===== config.mk =====
export PLATFORM = sky130hd
export DESIGN_NAME = ffs3_ctrl
export DESIGN_NICKNAME = d
export VERILOG_FILES = /design/src/design/ffs3_pkg.sv /design/src/design/ffs3_ctrl.sv
export SDC_FILE = /design/constraint.sdc
export NUM_CORES = 1
export LEC_CHECK = 0
export ABC_AREA = 1
export ABC_CLOCK_PERIOD_IN_PS = 5400
export BUFFER_PORTS_ARGS = -buffer_cell sky130_fd_sc_hd__buf_4
export CAP_MARGIN = 20
export CORE_UTILIZATION = 50
export CTS_BUF_LIST = sky130_fd_sc_hd__clkbuf_4
export CTS_CLUSTER_DIAMETER = 150
export DETAILED_ROUTE_END_ITERATION = 8
export GPL_ROUTABILITY_DRIVEN = 0
export PLACE_DENSITY = 0.66
export SLEW_MARGIN = 25
export SYNTH_ARGS = -nofsm -noshare
export SYNTH_HDL_FRONTEND = slang
export SYNTH_SLANG_ARGS = --single-unit

===== constraint.sdc =====
create_clock -name i_clk -period 5.4 [get_ports i_clk]
set_input_delay 0.54 -clock i_clk [delete_from_list [all_inputs] [get_ports i_clk]]
set_output_delay 0.54 -clock i_clk [all_outputs]
set_load 0.03 [all_outputs]

===== src/design/ffs3_pkg.sv =====
// Shared types, constants and helpers of the 3x3 firefly suppression block.
package ffs3_pkg;

    localparam int DEFAULT_MAX_WIDTH  = 2048;
    localparam int DEFAULT_MAX_HEIGHT = 4096;

    localparam int CH_W   = 16;            // Q8.8 channel
    localparam int PIX_W  = 4 * CH_W;      // red, green, blue, alpha
    localparam int LUMA_W = 2 * CH_W;      // Q8.24 luminance
    localparam int THR_W  = LUMA_W + 3;    // 4 * max + half
    localparam int FW_W   = 12;            // frame_width register
    localparam int FH_W   = 13;            // frame_height register
    localparam int CFG_IDX_W  = 2;
    localparam int CFG_DATA_W = 13;

    localparam logic [CFG_IDX_W-1:0] CFG_ENABLE = 2'd0;
    localparam logic [CFG_IDX_W-1:0] CFG_WIDTH  = 2'd1;
    localparam logic [CFG_IDX_W-1:0] CFG_HEIGHT = 2'd2;

    localparam logic [FW_W-1:0] RESET_WIDTH  = 12'd1024;
    localparam logic [FH_W-1:0] RESET_HEIGHT = 13'd1024;

    localparam logic [1:0] CH_RED   = 2'd0;
    localparam logic [1:0] CH_GREEN = 2'd1;
    localparam logic [1:0] CH_BLUE  = 2'd2;

    // Rec.709 weights, Q0.16
    localparam logic [CH_W-1:0] W_RED   = 16'd13933;
    localparam logic [CH_W-1:0] W_GREEN = 16'd46871;
    localparam logic [CH_W-1:0] W_BLUE  = 16'd4732;

    localparam logic [THR_W-1:0] THR_HALF = THR_W'(1) << 23;

    typedef logic [1:0] t_bank;

    typedef struct packed {
        logic       capture;
        logic       rd_en;
        t_bank      rd_bank;
        logic       mac_en;
        logic       mac_clr;
        logic [1:0] mac_ch;
        logic       px_nb;
        logic       max_clr;
        logic       px_ctr;
        logic       div_load;
        logic       div_step;
        logic       div_last;
        logic [1:0] div_ch;
        logic       wr_en;
        t_bank      wr_bank;
        logic       wr_from_in;
        logic       out_load;
        logic       out_last;
        logic       enable;
    } t_cmd;

    typedef struct packed {
        logic sup;
        logic out_free;
    } t_status;

    function automatic logic [CH_W-1:0] luma_weight(input logic [1:0] ch);
        logic [CH_W-1:0] w;
        case (ch)
            CH_RED:   w = W_RED;
            CH_GREEN: w = W_GREEN;
            CH_BLUE:  w = W_BLUE;
            default:  w = '0;
        endcase
        return w;
    endfunction

endpackage


===== src/design/ffs3_ctrl.sv =====
// Controller: config registers, raster counters, line buffer roles and the sequencing FSM.
module ffs3_ctrl #(
    parameter int MAX_WIDTH  = ffs3_pkg::DEFAULT_MAX_WIDTH,
    parameter int MAX_HEIGHT = ffs3_pkg::DEFAULT_MAX_HEIGHT,
    localparam int AW = (MAX_WIDTH > 1) ? $clog2(MAX_WIDTH) : 1
) (
    input  logic                           i_clk,
    input  logic                           i_rst_n,
    input  logic                           i_in_valid,
    output logic                           o_in_ready,
    input  logic                           i_drain,
    input  logic                           i_start_of_frame,
    input  logic                           i_cfg_valid,
    output logic                           o_cfg_ready,
    input  logic [ffs3_pkg::CFG_IDX_W-1:0]  i_cfg_index,
    input  logic [ffs3_pkg::CFG_DATA_W-1:0] i_cfg_data,
    input  ffs3_pkg::t_status              i_status,
    output ffs3_pkg::t_cmd                 o_cmd,
    output logic [AW-1:0]                  o_rd_addr,
    output logic [AW-1:0]                  o_wr_addr
);
    import ffs3_pkg::*;

    localparam int XW = ($clog2(MAX_WIDTH + 1) > FW_W) ? $clog2(MAX_WIDTH + 1) : FW_W;
    localparam int YW = ($clog2(MAX_HEIGHT + 1) > FH_W) ? $clog2(MAX_HEIGHT + 1) : FH_W;
    localparam int RW = (MAX_HEIGHT > 1) ? $clog2(MAX_HEIGHT) : 1;

    localparam logic [3:0] S_IDLE  = 4'd0;
    localparam logic [3:0] S_CHK   = 4'd1;
    localparam logic [3:0] S_STORE = 4'd2;
    localparam logic [3:0] S_RD    = 4'd3;
    localparam logic [3:0] S_M0    = 4'd4;
    localparam logic [3:0] S_M1    = 4'd5;
    localparam logic [3:0] S_M2    = 4'd6;
    localparam logic [3:0] S_PX    = 4'd7;
    localparam logic [3:0] S_DEC   = 4'd8;
    localparam logic [3:0] S_DINIT = 4'd9;
    localparam logic [3:0] S_DSTEP = 4'd10;
    localparam logic [3:0] S_OUT   = 4'd11;

    localparam logic [3:0] K_CENTER = 4'd8;
    localparam logic [3:0] DIV_LAST = 4'(CH_W - 1);

    logic [3:0]      r_state, n_state;
    logic            r_en;
    logic [FW_W-1:0] r_fw;
    logic [FH_W-1:0] r_fh;
    logic [AW-1:0]   r_in_col, r_out_col;
    logic [RW-1:0]   r_in_row, r_out_row;
    logic            r_in_done, r_out_done;
    t_bank           r_cur;
    logic            r_drain, r_emitted, r_stored;
    logic [3:0]      r_k;
    logic [3:0]      r_dcnt;
    logic [1:0]      r_dch;

    logic [XW-1:0] w_w, w_oc1, w_ic1, w_rx;
    logic [YW-1:0] w_h, w_or1, w_ir1, w_ry, w_in_row;
    logic          w_out_ready;
    logic [AW-1:0] w_xl, w_xr;
    t_bank         w_b_prev, w_b_next, w_b_up, w_b_dn;
    logic          w_st_cur, w_st_next, w_st_do;
    logic          w_accept;

    always_comb begin
        if (r_fw == '0) begin
            w_w = XW'(1);
        end else if (XW'(r_fw) > XW'(MAX_WIDTH)) begin
            w_w = XW'(MAX_WIDTH);
        end else begin
            w_w = XW'(r_fw);
        end
        if (r_fh == '0) begin
            w_h = YW'(1);
        end else if (YW'(r_fh) > YW'(MAX_HEIGHT)) begin
            w_h = YW'(MAX_HEIGHT);
        end else begin
            w_h = YW'(r_fh);
        end
    end

    assign w_oc1    = XW'(r_out_col) + XW'(1);
    assign w_ic1    = XW'(r_in_col) + XW'(1);
    assign w_or1    = YW'(r_out_row) + YW'(1);
    assign w_ir1    = YW'(r_in_row) + YW'(1);
    assign w_in_row = YW'(r_in_row);
    assign w_rx     = (w_oc1 < w_w) ? w_oc1 : w_w - XW'(1);
    assign w_ry     = (w_or1 < w_h) ? w_or1 : w_h - YW'(1);

    // lower-right neighbor must have arrived
    assign w_out_ready = !r_out_done && (r_in_done || w_in_row > w_ry ||
                         (w_in_row == w_ry && XW'(r_in_col) > w_rx));

    assign w_xl = (r_out_col == '0) ? '0 : r_out_col - AW'(1);
    assign w_xr = (w_oc1 < w_w) ? AW'(w_oc1) : AW'(w_w - XW'(1));

    assign w_b_prev = (r_cur == 2'd0) ? 2'd2 : r_cur - 2'd1;
    assign w_b_next = (r_cur == 2'd2) ? 2'd0 : r_cur + 2'd1;
    assign w_b_up   = (r_out_row != '0) ? w_b_prev : r_cur;
    assign w_b_dn   = (w_or1 < w_h) ? w_b_next : r_cur;

    assign w_st_cur  = (w_in_row == YW'(r_out_row));
    assign w_st_next = (w_in_row == w_or1) && !r_out_done;
    assign w_st_do   = !r_drain && !r_in_done && (w_st_cur || w_st_next);

    assign o_in_ready  = i_rst_n && (r_state == S_IDLE);
    assign o_cfg_ready = i_rst_n;
    assign w_accept    = i_in_valid && o_in_ready;

    always_comb begin
        o_cmd         = '0;
        o_cmd.enable  = r_en;
        o_cmd.capture = w_accept;
        o_cmd.mac_ch  = CH_RED;
        o_cmd.div_ch  = r_dch;
        o_rd_addr     = r_out_col;
        o_wr_addr     = r_out_col;
        n_state       = r_state;
        case (r_state)
            S_IDLE: begin
                if (w_accept) n_state = S_CHK;
            end
            S_CHK: begin
                if (!r_emitted && w_out_ready) n_state = S_RD;
                else if (!r_stored)            n_state = S_STORE;
                else                           n_state = S_IDLE;
            end
            S_STORE: begin
                o_cmd.wr_en      = w_st_do;
                o_cmd.wr_bank    = w_st_cur ? r_cur : w_b_next;
                o_cmd.wr_from_in = 1'b1;
                o_wr_addr        = r_in_col;
                n_state          = S_CHK;
            end
            S_RD: begin
                o_cmd.rd_en = 1'b1;
                case (r_k)
                    4'd0:    begin o_cmd.rd_bank = w_b_up;   o_rd_addr = w_xl;      end
                    4'd1:    begin o_cmd.rd_bank = w_b_up;   o_rd_addr = r_out_col; end
                    4'd2:    begin o_cmd.rd_bank = w_b_up;   o_rd_addr = w_xr;      end
                    4'd3:    begin o_cmd.rd_bank = r_cur;    o_rd_addr = w_xl;      end
                    4'd4:    begin o_cmd.rd_bank = r_cur;    o_rd_addr = w_xr;      end
                    4'd5:    begin o_cmd.rd_bank = w_b_dn;   o_rd_addr = w_xl;      end
                    4'd6:    begin o_cmd.rd_bank = w_b_dn;   o_rd_addr = r_out_col; end
                    4'd7:    begin o_cmd.rd_bank = w_b_dn;   o_rd_addr = w_xr;      end
                    default: begin o_cmd.rd_bank = r_cur;    o_rd_addr = r_out_col; end
                endcase
                n_state = S_M0;
            end
            S_M0: begin
                o_cmd.mac_en  = 1'b1;
                o_cmd.mac_clr = 1'b1;
                o_cmd.mac_ch  = CH_RED;
                n_state       = S_M1;
            end
            S_M1: begin
                o_cmd.mac_en = 1'b1;
                o_cmd.mac_ch = CH_GREEN;
                n_state      = S_M2;
            end
            S_M2: begin
                o_cmd.mac_en = 1'b1;
                o_cmd.mac_ch = CH_BLUE;
                n_state      = S_PX;
            end
            S_PX: begin
                if (r_k == K_CENTER) begin
                    o_cmd.px_ctr = 1'b1;
                    n_state      = S_DEC;
                end else begin
                    o_cmd.px_nb   = 1'b1;
                    o_cmd.max_clr = (r_k == 4'd0);
                    n_state       = S_RD;
                end
            end
            S_DEC: begin
                n_state = i_status.sup ? S_DINIT : S_OUT;
            end
            S_DINIT: begin
                o_cmd.div_load = 1'b1;
                n_state        = S_DSTEP;
            end
            S_DSTEP: begin
                o_cmd.div_step = 1'b1;
                o_cmd.div_last = (r_dcnt == DIV_LAST);
                if (r_dcnt == DIV_LAST) begin
                    n_state = (r_dch == CH_BLUE) ? S_OUT : S_DINIT;
                end
            end
            S_OUT: begin
                if (i_status.out_free) begin
                    o_cmd.wr_en    = i_status.sup;
                    o_cmd.wr_bank  = r_cur;
                    o_cmd.out_load = 1'b1;
                    o_cmd.out_last = (w_oc1 >= w_w) && (w_or1 >= w_h);
                    n_state        = S_CHK;
                end
            end
            default: n_state = S_IDLE;
        endcase
    end

    always_ff @(posedge i_clk) begin
        if (!i_rst_n) begin
            r_en <= 1'b0;
            r_fw <= RESET_WIDTH;
            r_fh <= RESET_HEIGHT;
        end else if (i_cfg_valid) begin
            case (i_cfg_index)
                CFG_ENABLE: r_en <= i_cfg_data[0];
                CFG_WIDTH:  r_fw <= i_cfg_data[FW_W-1:0];
                CFG_HEIGHT: r_fh <= i_cfg_data[FH_W-1:0];
                default:    ;
            endcase
        end
    end

    always_ff @(posedge i_clk) begin
        if (!i_rst_n) begin
            r_state    <= S_IDLE;
            r_in_col   <= '0;
            r_in_row   <= '0;
            r_out_col  <= '0;
            r_out_row  <= '0;
            r_in_done  <= 1'b0;
            r_out_done <= 1'b0;
            r_cur      <= 2'd0;
            r_drain    <= 1'b0;
            r_emitted  <= 1'b0;
            r_stored   <= 1'b0;
            r_k        <= '0;
            r_dcnt     <= '0;
            r_dch      <= '0;
        end else begin
            r_state <= n_state;
            case (r_state)
                S_IDLE: begin
                    if (w_accept) begin
                        r_drain   <= i_drain;
                        r_emitted <= 1'b0;
                        r_stored  <= 1'b0;
                        r_k       <= '0;
                        // start of frame restarts the raster counters and done flags; ignored on drains
                        if (!i_drain && i_start_of_frame) begin
                            r_in_col   <= '0;
                            r_in_row   <= '0;
                            r_out_col  <= '0;
                            r_out_row  <= '0;
                            r_in_done  <= 1'b0;
                            r_out_done <= 1'b0;
                        end
                    end
                end
                S_STORE: begin
                    r_stored <= 1'b1;
                    if (w_st_do) begin
                        if (w_ic1 >= w_w) begin
                            r_in_col <= '0;
                            if (w_ir1 >= w_h) r_in_done <= 1'b1;
                            else              r_in_row  <= r_in_row + RW'(1);
                        end else begin
                            r_in_col <= r_in_col + AW'(1);
                        end
                    end
                end
                S_PX: begin
                    if (r_k != K_CENTER) r_k <= r_k + 4'd1;
                end
                S_DEC: begin
                    r_k   <= '0;
                    r_dch <= CH_RED;
                end
                S_DINIT: begin
                    r_dcnt <= '0;
                end
                S_DSTEP: begin
                    r_dcnt <= r_dcnt + 4'd1;
                    if (r_dcnt == DIV_LAST) r_dch <= r_dch + 2'd1;
                end
                S_OUT: begin
                    if (i_status.out_free) begin
                        r_emitted <= 1'b1;
                        if (w_oc1 >= w_w) begin
                            r_out_col <= '0;
                            if (w_or1 >= w_h) begin
                                r_out_done <= 1'b1;
                            end else begin
                                // current becomes processed, incoming becomes current
                                r_out_row <= r_out_row + RW'(1);
                                r_cur     <= w_b_next;
                            end
                        end else begin
                            r_out_col <= r_out_col + AW'(1);
                        end
                    end
                end
                default: ;
            endcase
        end
    end

endmodule

==> metrics.cfg <==
[setup_path]
path_buf_inv = 2
cp_common_cell = nand2_1
cp_top_family = simple AND/OR/NAND/NOR gates
cp.arrival_ns = 4.15
worstPathMaxFanout = 20
critPathLaunch = r_out_col[2]
required_ns = 4.86
cpPeakStageDelay_ns = 0.56
endpoint_kind = output pin
cp_num_cells = 15
r2r-end = r_state[1]
crit_end = o_rd_addr[2]
critPathKind = reg2out
crit_slowest_cell = dfxtp_1
r2r_cells = 26
r2r_start = r_out_row[0]
worstSetupStartpointType = register
crit_chain = nand3_1 > nor3_1 > nand3_1 > xor2_1 > inv_1 > ha_1 > nand2_1 > nor4_1 > nand2_1 > nand2_2 > nand2_1 > o22ai_1 > o22ai_1 > a22o_1 > buf_4
r2r_slack_ns = 0.72

[grt]
grt_first_pass_wirelength_mm = 43.23
antenna_found_initial = 1
grt_pass1_vias = 8163
track_usage_pct = 31.37
gr-total-overflow = 0
grt_max_degree = 56

[worst_hold_path]
hp-class = in2reg

[timing]
fin_skew_ns = 0.03268
hold_viol_final = 0
fin_setup_tns_ns = 0
tightest_slew_ns = 0.8679
layout_min_cycle_time_ns = 4.691
grt_setup_unrepaired = false
finalCritPeriodShare_pct = 86.87
fmax_ghz = 0.2132
slew_viol_final = 0
relSlewSlack_pct = 41.92
final-setup-viol-count = 0

[floorplan]
num_rows = 47
die_w_um = 132.6
die_y_um = 132.6
ios = 70
die_area_um2 = 17570
coreArea_um2 = 16580
initial_utilization_pct = 51.39

[clock_tree]
cts_hold_buf = 0
ctsResizeCount = 0
insertion_delay_ns = 0.52
cts-root-buf = clkbuf_4
cts_setup_buffers = 0
htree_num_levels = 3
clock-sinks = 93
cts_buffers = 9
cts_tree = done
cts_buffer_depth = 2
cts.clk_slew.worst_paths_ns = 0.19

[synthesis]
syn-num-nets = 1505
ys_ff_latch = 93
postSynth.asyncResetShare_pct = 0
ys_top_cells_by_area = dfxtp_1, nand2_1, ha_1
synth-edff-count = 0
synth.avg_cell_area_um2 = 6.122
synthXorXnorAreaFrac_pct = 4.302
yosysWarningCount = 0
ys_seq_area_share_pct = 21.85
syn-cell-area_um2 = 8522
dominantRegCellSynth = dfxtp_1
yosys.area_share.simple_pct = 34.58
ys_types = 47
synth_top_family_by_area = simple AND/OR/NAND/NOR gates
synthDominantCellAreaShare_pct = 21.85
synth_largest_area_cell = dfxtp_1
synthAdderAreaFrac_pct = 13.21
synth-compound-area-share_pct = 15.72
netlist_instances = 1392
synthMuxAreaShare_pct = 0

[power_and_ir_drop]
p_int_uw = 1523
power.density_nw_per_um2 = 347.6
pwr-share-seq_pct = 29.5
swShare_pct = 53.05
power.share.clock_pct = 13.3
combPwrFrac_pct = 57.2
vdd_ir_drop_max_mv = 0.3217
p_leak_uw = 0.004467
power_switching_uw = 1721

[route]
viasPerCell = 5.562
dr.pass1.iters = 5
ant_nets = 0
num_vias = 9255
wirelength_mm = 27.30
drc_errors = 0
drtIter0Drc = 927
wl_per_cell_um = 16.41

[cells_and_area]
syn_to_final_growth_pct = 9.529
fin_util_pct = 56.28
stdcell_area_um2 = 9334
nets = 1551
n_fill_cell = 1689
drive_gt1_share_pct = 8.039

[placement]
dpl-instance-area_um2 = 9178
dp.final_hpwl_mm = 21.28
io_buffers = 69

[job]
drv_cap = 0

[outcome]
status = completed

flip-flops by register name, indices dropped and copies added (netlist names):
| signal | count |
|---|---|
| r_state | 4 |
| r_emitted | 1 |
| r_k | 4 |
| r_in_done | 1 |
| r_stored | 1 |
| r_in_col | 11 |
| r_dch | 2 |
| r_out_done | 1 |
| r_fw | 12 |
| r_out_col | 11 |
| r_in_row | 12 |
| r_out_row | 12 |
| r_cur | 2 |
| r_fh | 13 |
| r_drain | 1 |
| r_dcnt | 4 |
| r_en | 1 |
worst reg2reg max path, delay by kind of cell (launching register included):
family | cells | cell delay [ns]
xor+xnor | 1 | 0.37
flops | 1 | 0.58
fa+ha+maj | 3 | 0.89
compound gates | 9 | 1.14
simple gates | 12 | 1.37
buf+inv | 1 | 0.27
cell usage after synthesis (2+ instances only):
master / instances
nand2_1: 363
inv_1: 176
nor2_1: 149
o21ai_0: 104
a21oi_1: 101
nand3_1: 100
dfxtp_1: 93
ha_1: 90
xor2_1: 33
nand4_1: 29
nor3_1: 27
clkbuf_1: 25
nor4_1: 10
buf_2: 8
o211ai_1: 8
buf_4: 7
xnor2_1: 7
a211oi_1: 6
o22ai_1: 6
a31oi_1: 4
or2_2: 4
inv_2: 3
nand2_2: 3
nand3_2: 3
nor2_2: 3
o21a_1: 3
a21boi_0: 2
a21o_1: 2
buf_1: 2
nand3b_1: 2
o21ai_1: 2
o21bai_1: 2
layer usage:
metal / wire length (um) / vias to the layer above / track usage [%]
li1: - / 4674 / -
met1: 12780 / 4200 / 44.00
met2: 12050 / 343 / 49.44
met3: 1803 / 38 / 3.448
met4: 667 / 0 / 11.43
met5: 0 / - / 0
cells by family (layout without fill, tap and decap cells):
family / count (synthesis) / after routing
other cells: 0 / 1
buf+inv: 223 / 274
simple gates: 697 / 697
fa+ha+maj: 90 / 90
compound gates: 248 / 248
xor+xnor: 41 / 41
flops: 93 / 93
metrics by stage:
step           total power, uW  hold WS (ns)  setup slack, ns  cells
2_1_floorplan             2299        0.4415            1.388   1392
3_3_place_gp              2769        0.4550           0.8291   1647
3_5_place_dp              2782        0.4643           0.7187   1647
4_1_cts                   3216        0.1984           0.6007   1663
5_1_grt                   3552        0.2026           0.2295   1664
6_report                  3244        0.2291           0.7090   1664
power groups by stage:
stage | Combinational (uW) | Sequential, uW | Clock, uW
detailed placement | 1820 | 962 | 0
global placement | 1800 | 965 | 0
global route | 2120 | 965 | 466
CTS | 1830 | 948 | 440
finish | 1860 | 956 | 433
floorplan | 1410 | 891 | 0
area by class of cell:
cell class	count	area [um2]	share of cell area, %
sequential	93	1862	19.95
multi-input combinational	1076	5782	61.94
timing repair buffer	78	585.6	6.273
inverter	180	675.6	7.239
tap	220	275.3	2.949
clock inverter	7	83.83	0.8981
antenna	1	2.502	0.02681
clock buffer	9	67.56	0.7239
cell usage in the layout (no fill, tap or decap), types with 2 or more instances in the layout:
cell,count
inv_2,4
nand2_1,362
o21bai_1,2
nand2_2,4
o21a_1,3
or2_2,4
nand3_2,3
inv_1,175
buf_4,78
nand3_1,100
clkinv_8,2
nor2_1,149
nand3b_1,2
xor2_1,33
inv_8,3
nor3_1,27
dfxtp_1,93
nand4_1,29
a211oi_1,6
nor4_1,10
o21ai_0,104
o22ai_1,6
o21ai_1,2
nor2_2,3
clkbuf_4,9
a21o_1,2
xnor2_1,7
o211ai_1,8
a21oi_1,101
inv_6,2
ha_1,90
a21boi_0,2
a31oi_1,4
worst min path at each step:
stage                     slack [ns]      startpoint  depth (start not counted)         to
after global routing            0.20  i_cfg_data[10]                          3   r_fh[10]
after CTS                       0.20  i_cfg_data[10]                          3   r_fh[10]
final                           0.23  i_cfg_data[10]                          3   r_fh[10]
after global placement          0.45       r_dcnt[3]                          2  r_dcnt[3]
after detailed placement        0.46        r_stored                          2   r_stored
after floorplan                 0.44        r_stored                          2   r_stored
No activity file was read; power rests on OpenSTA's default activity.
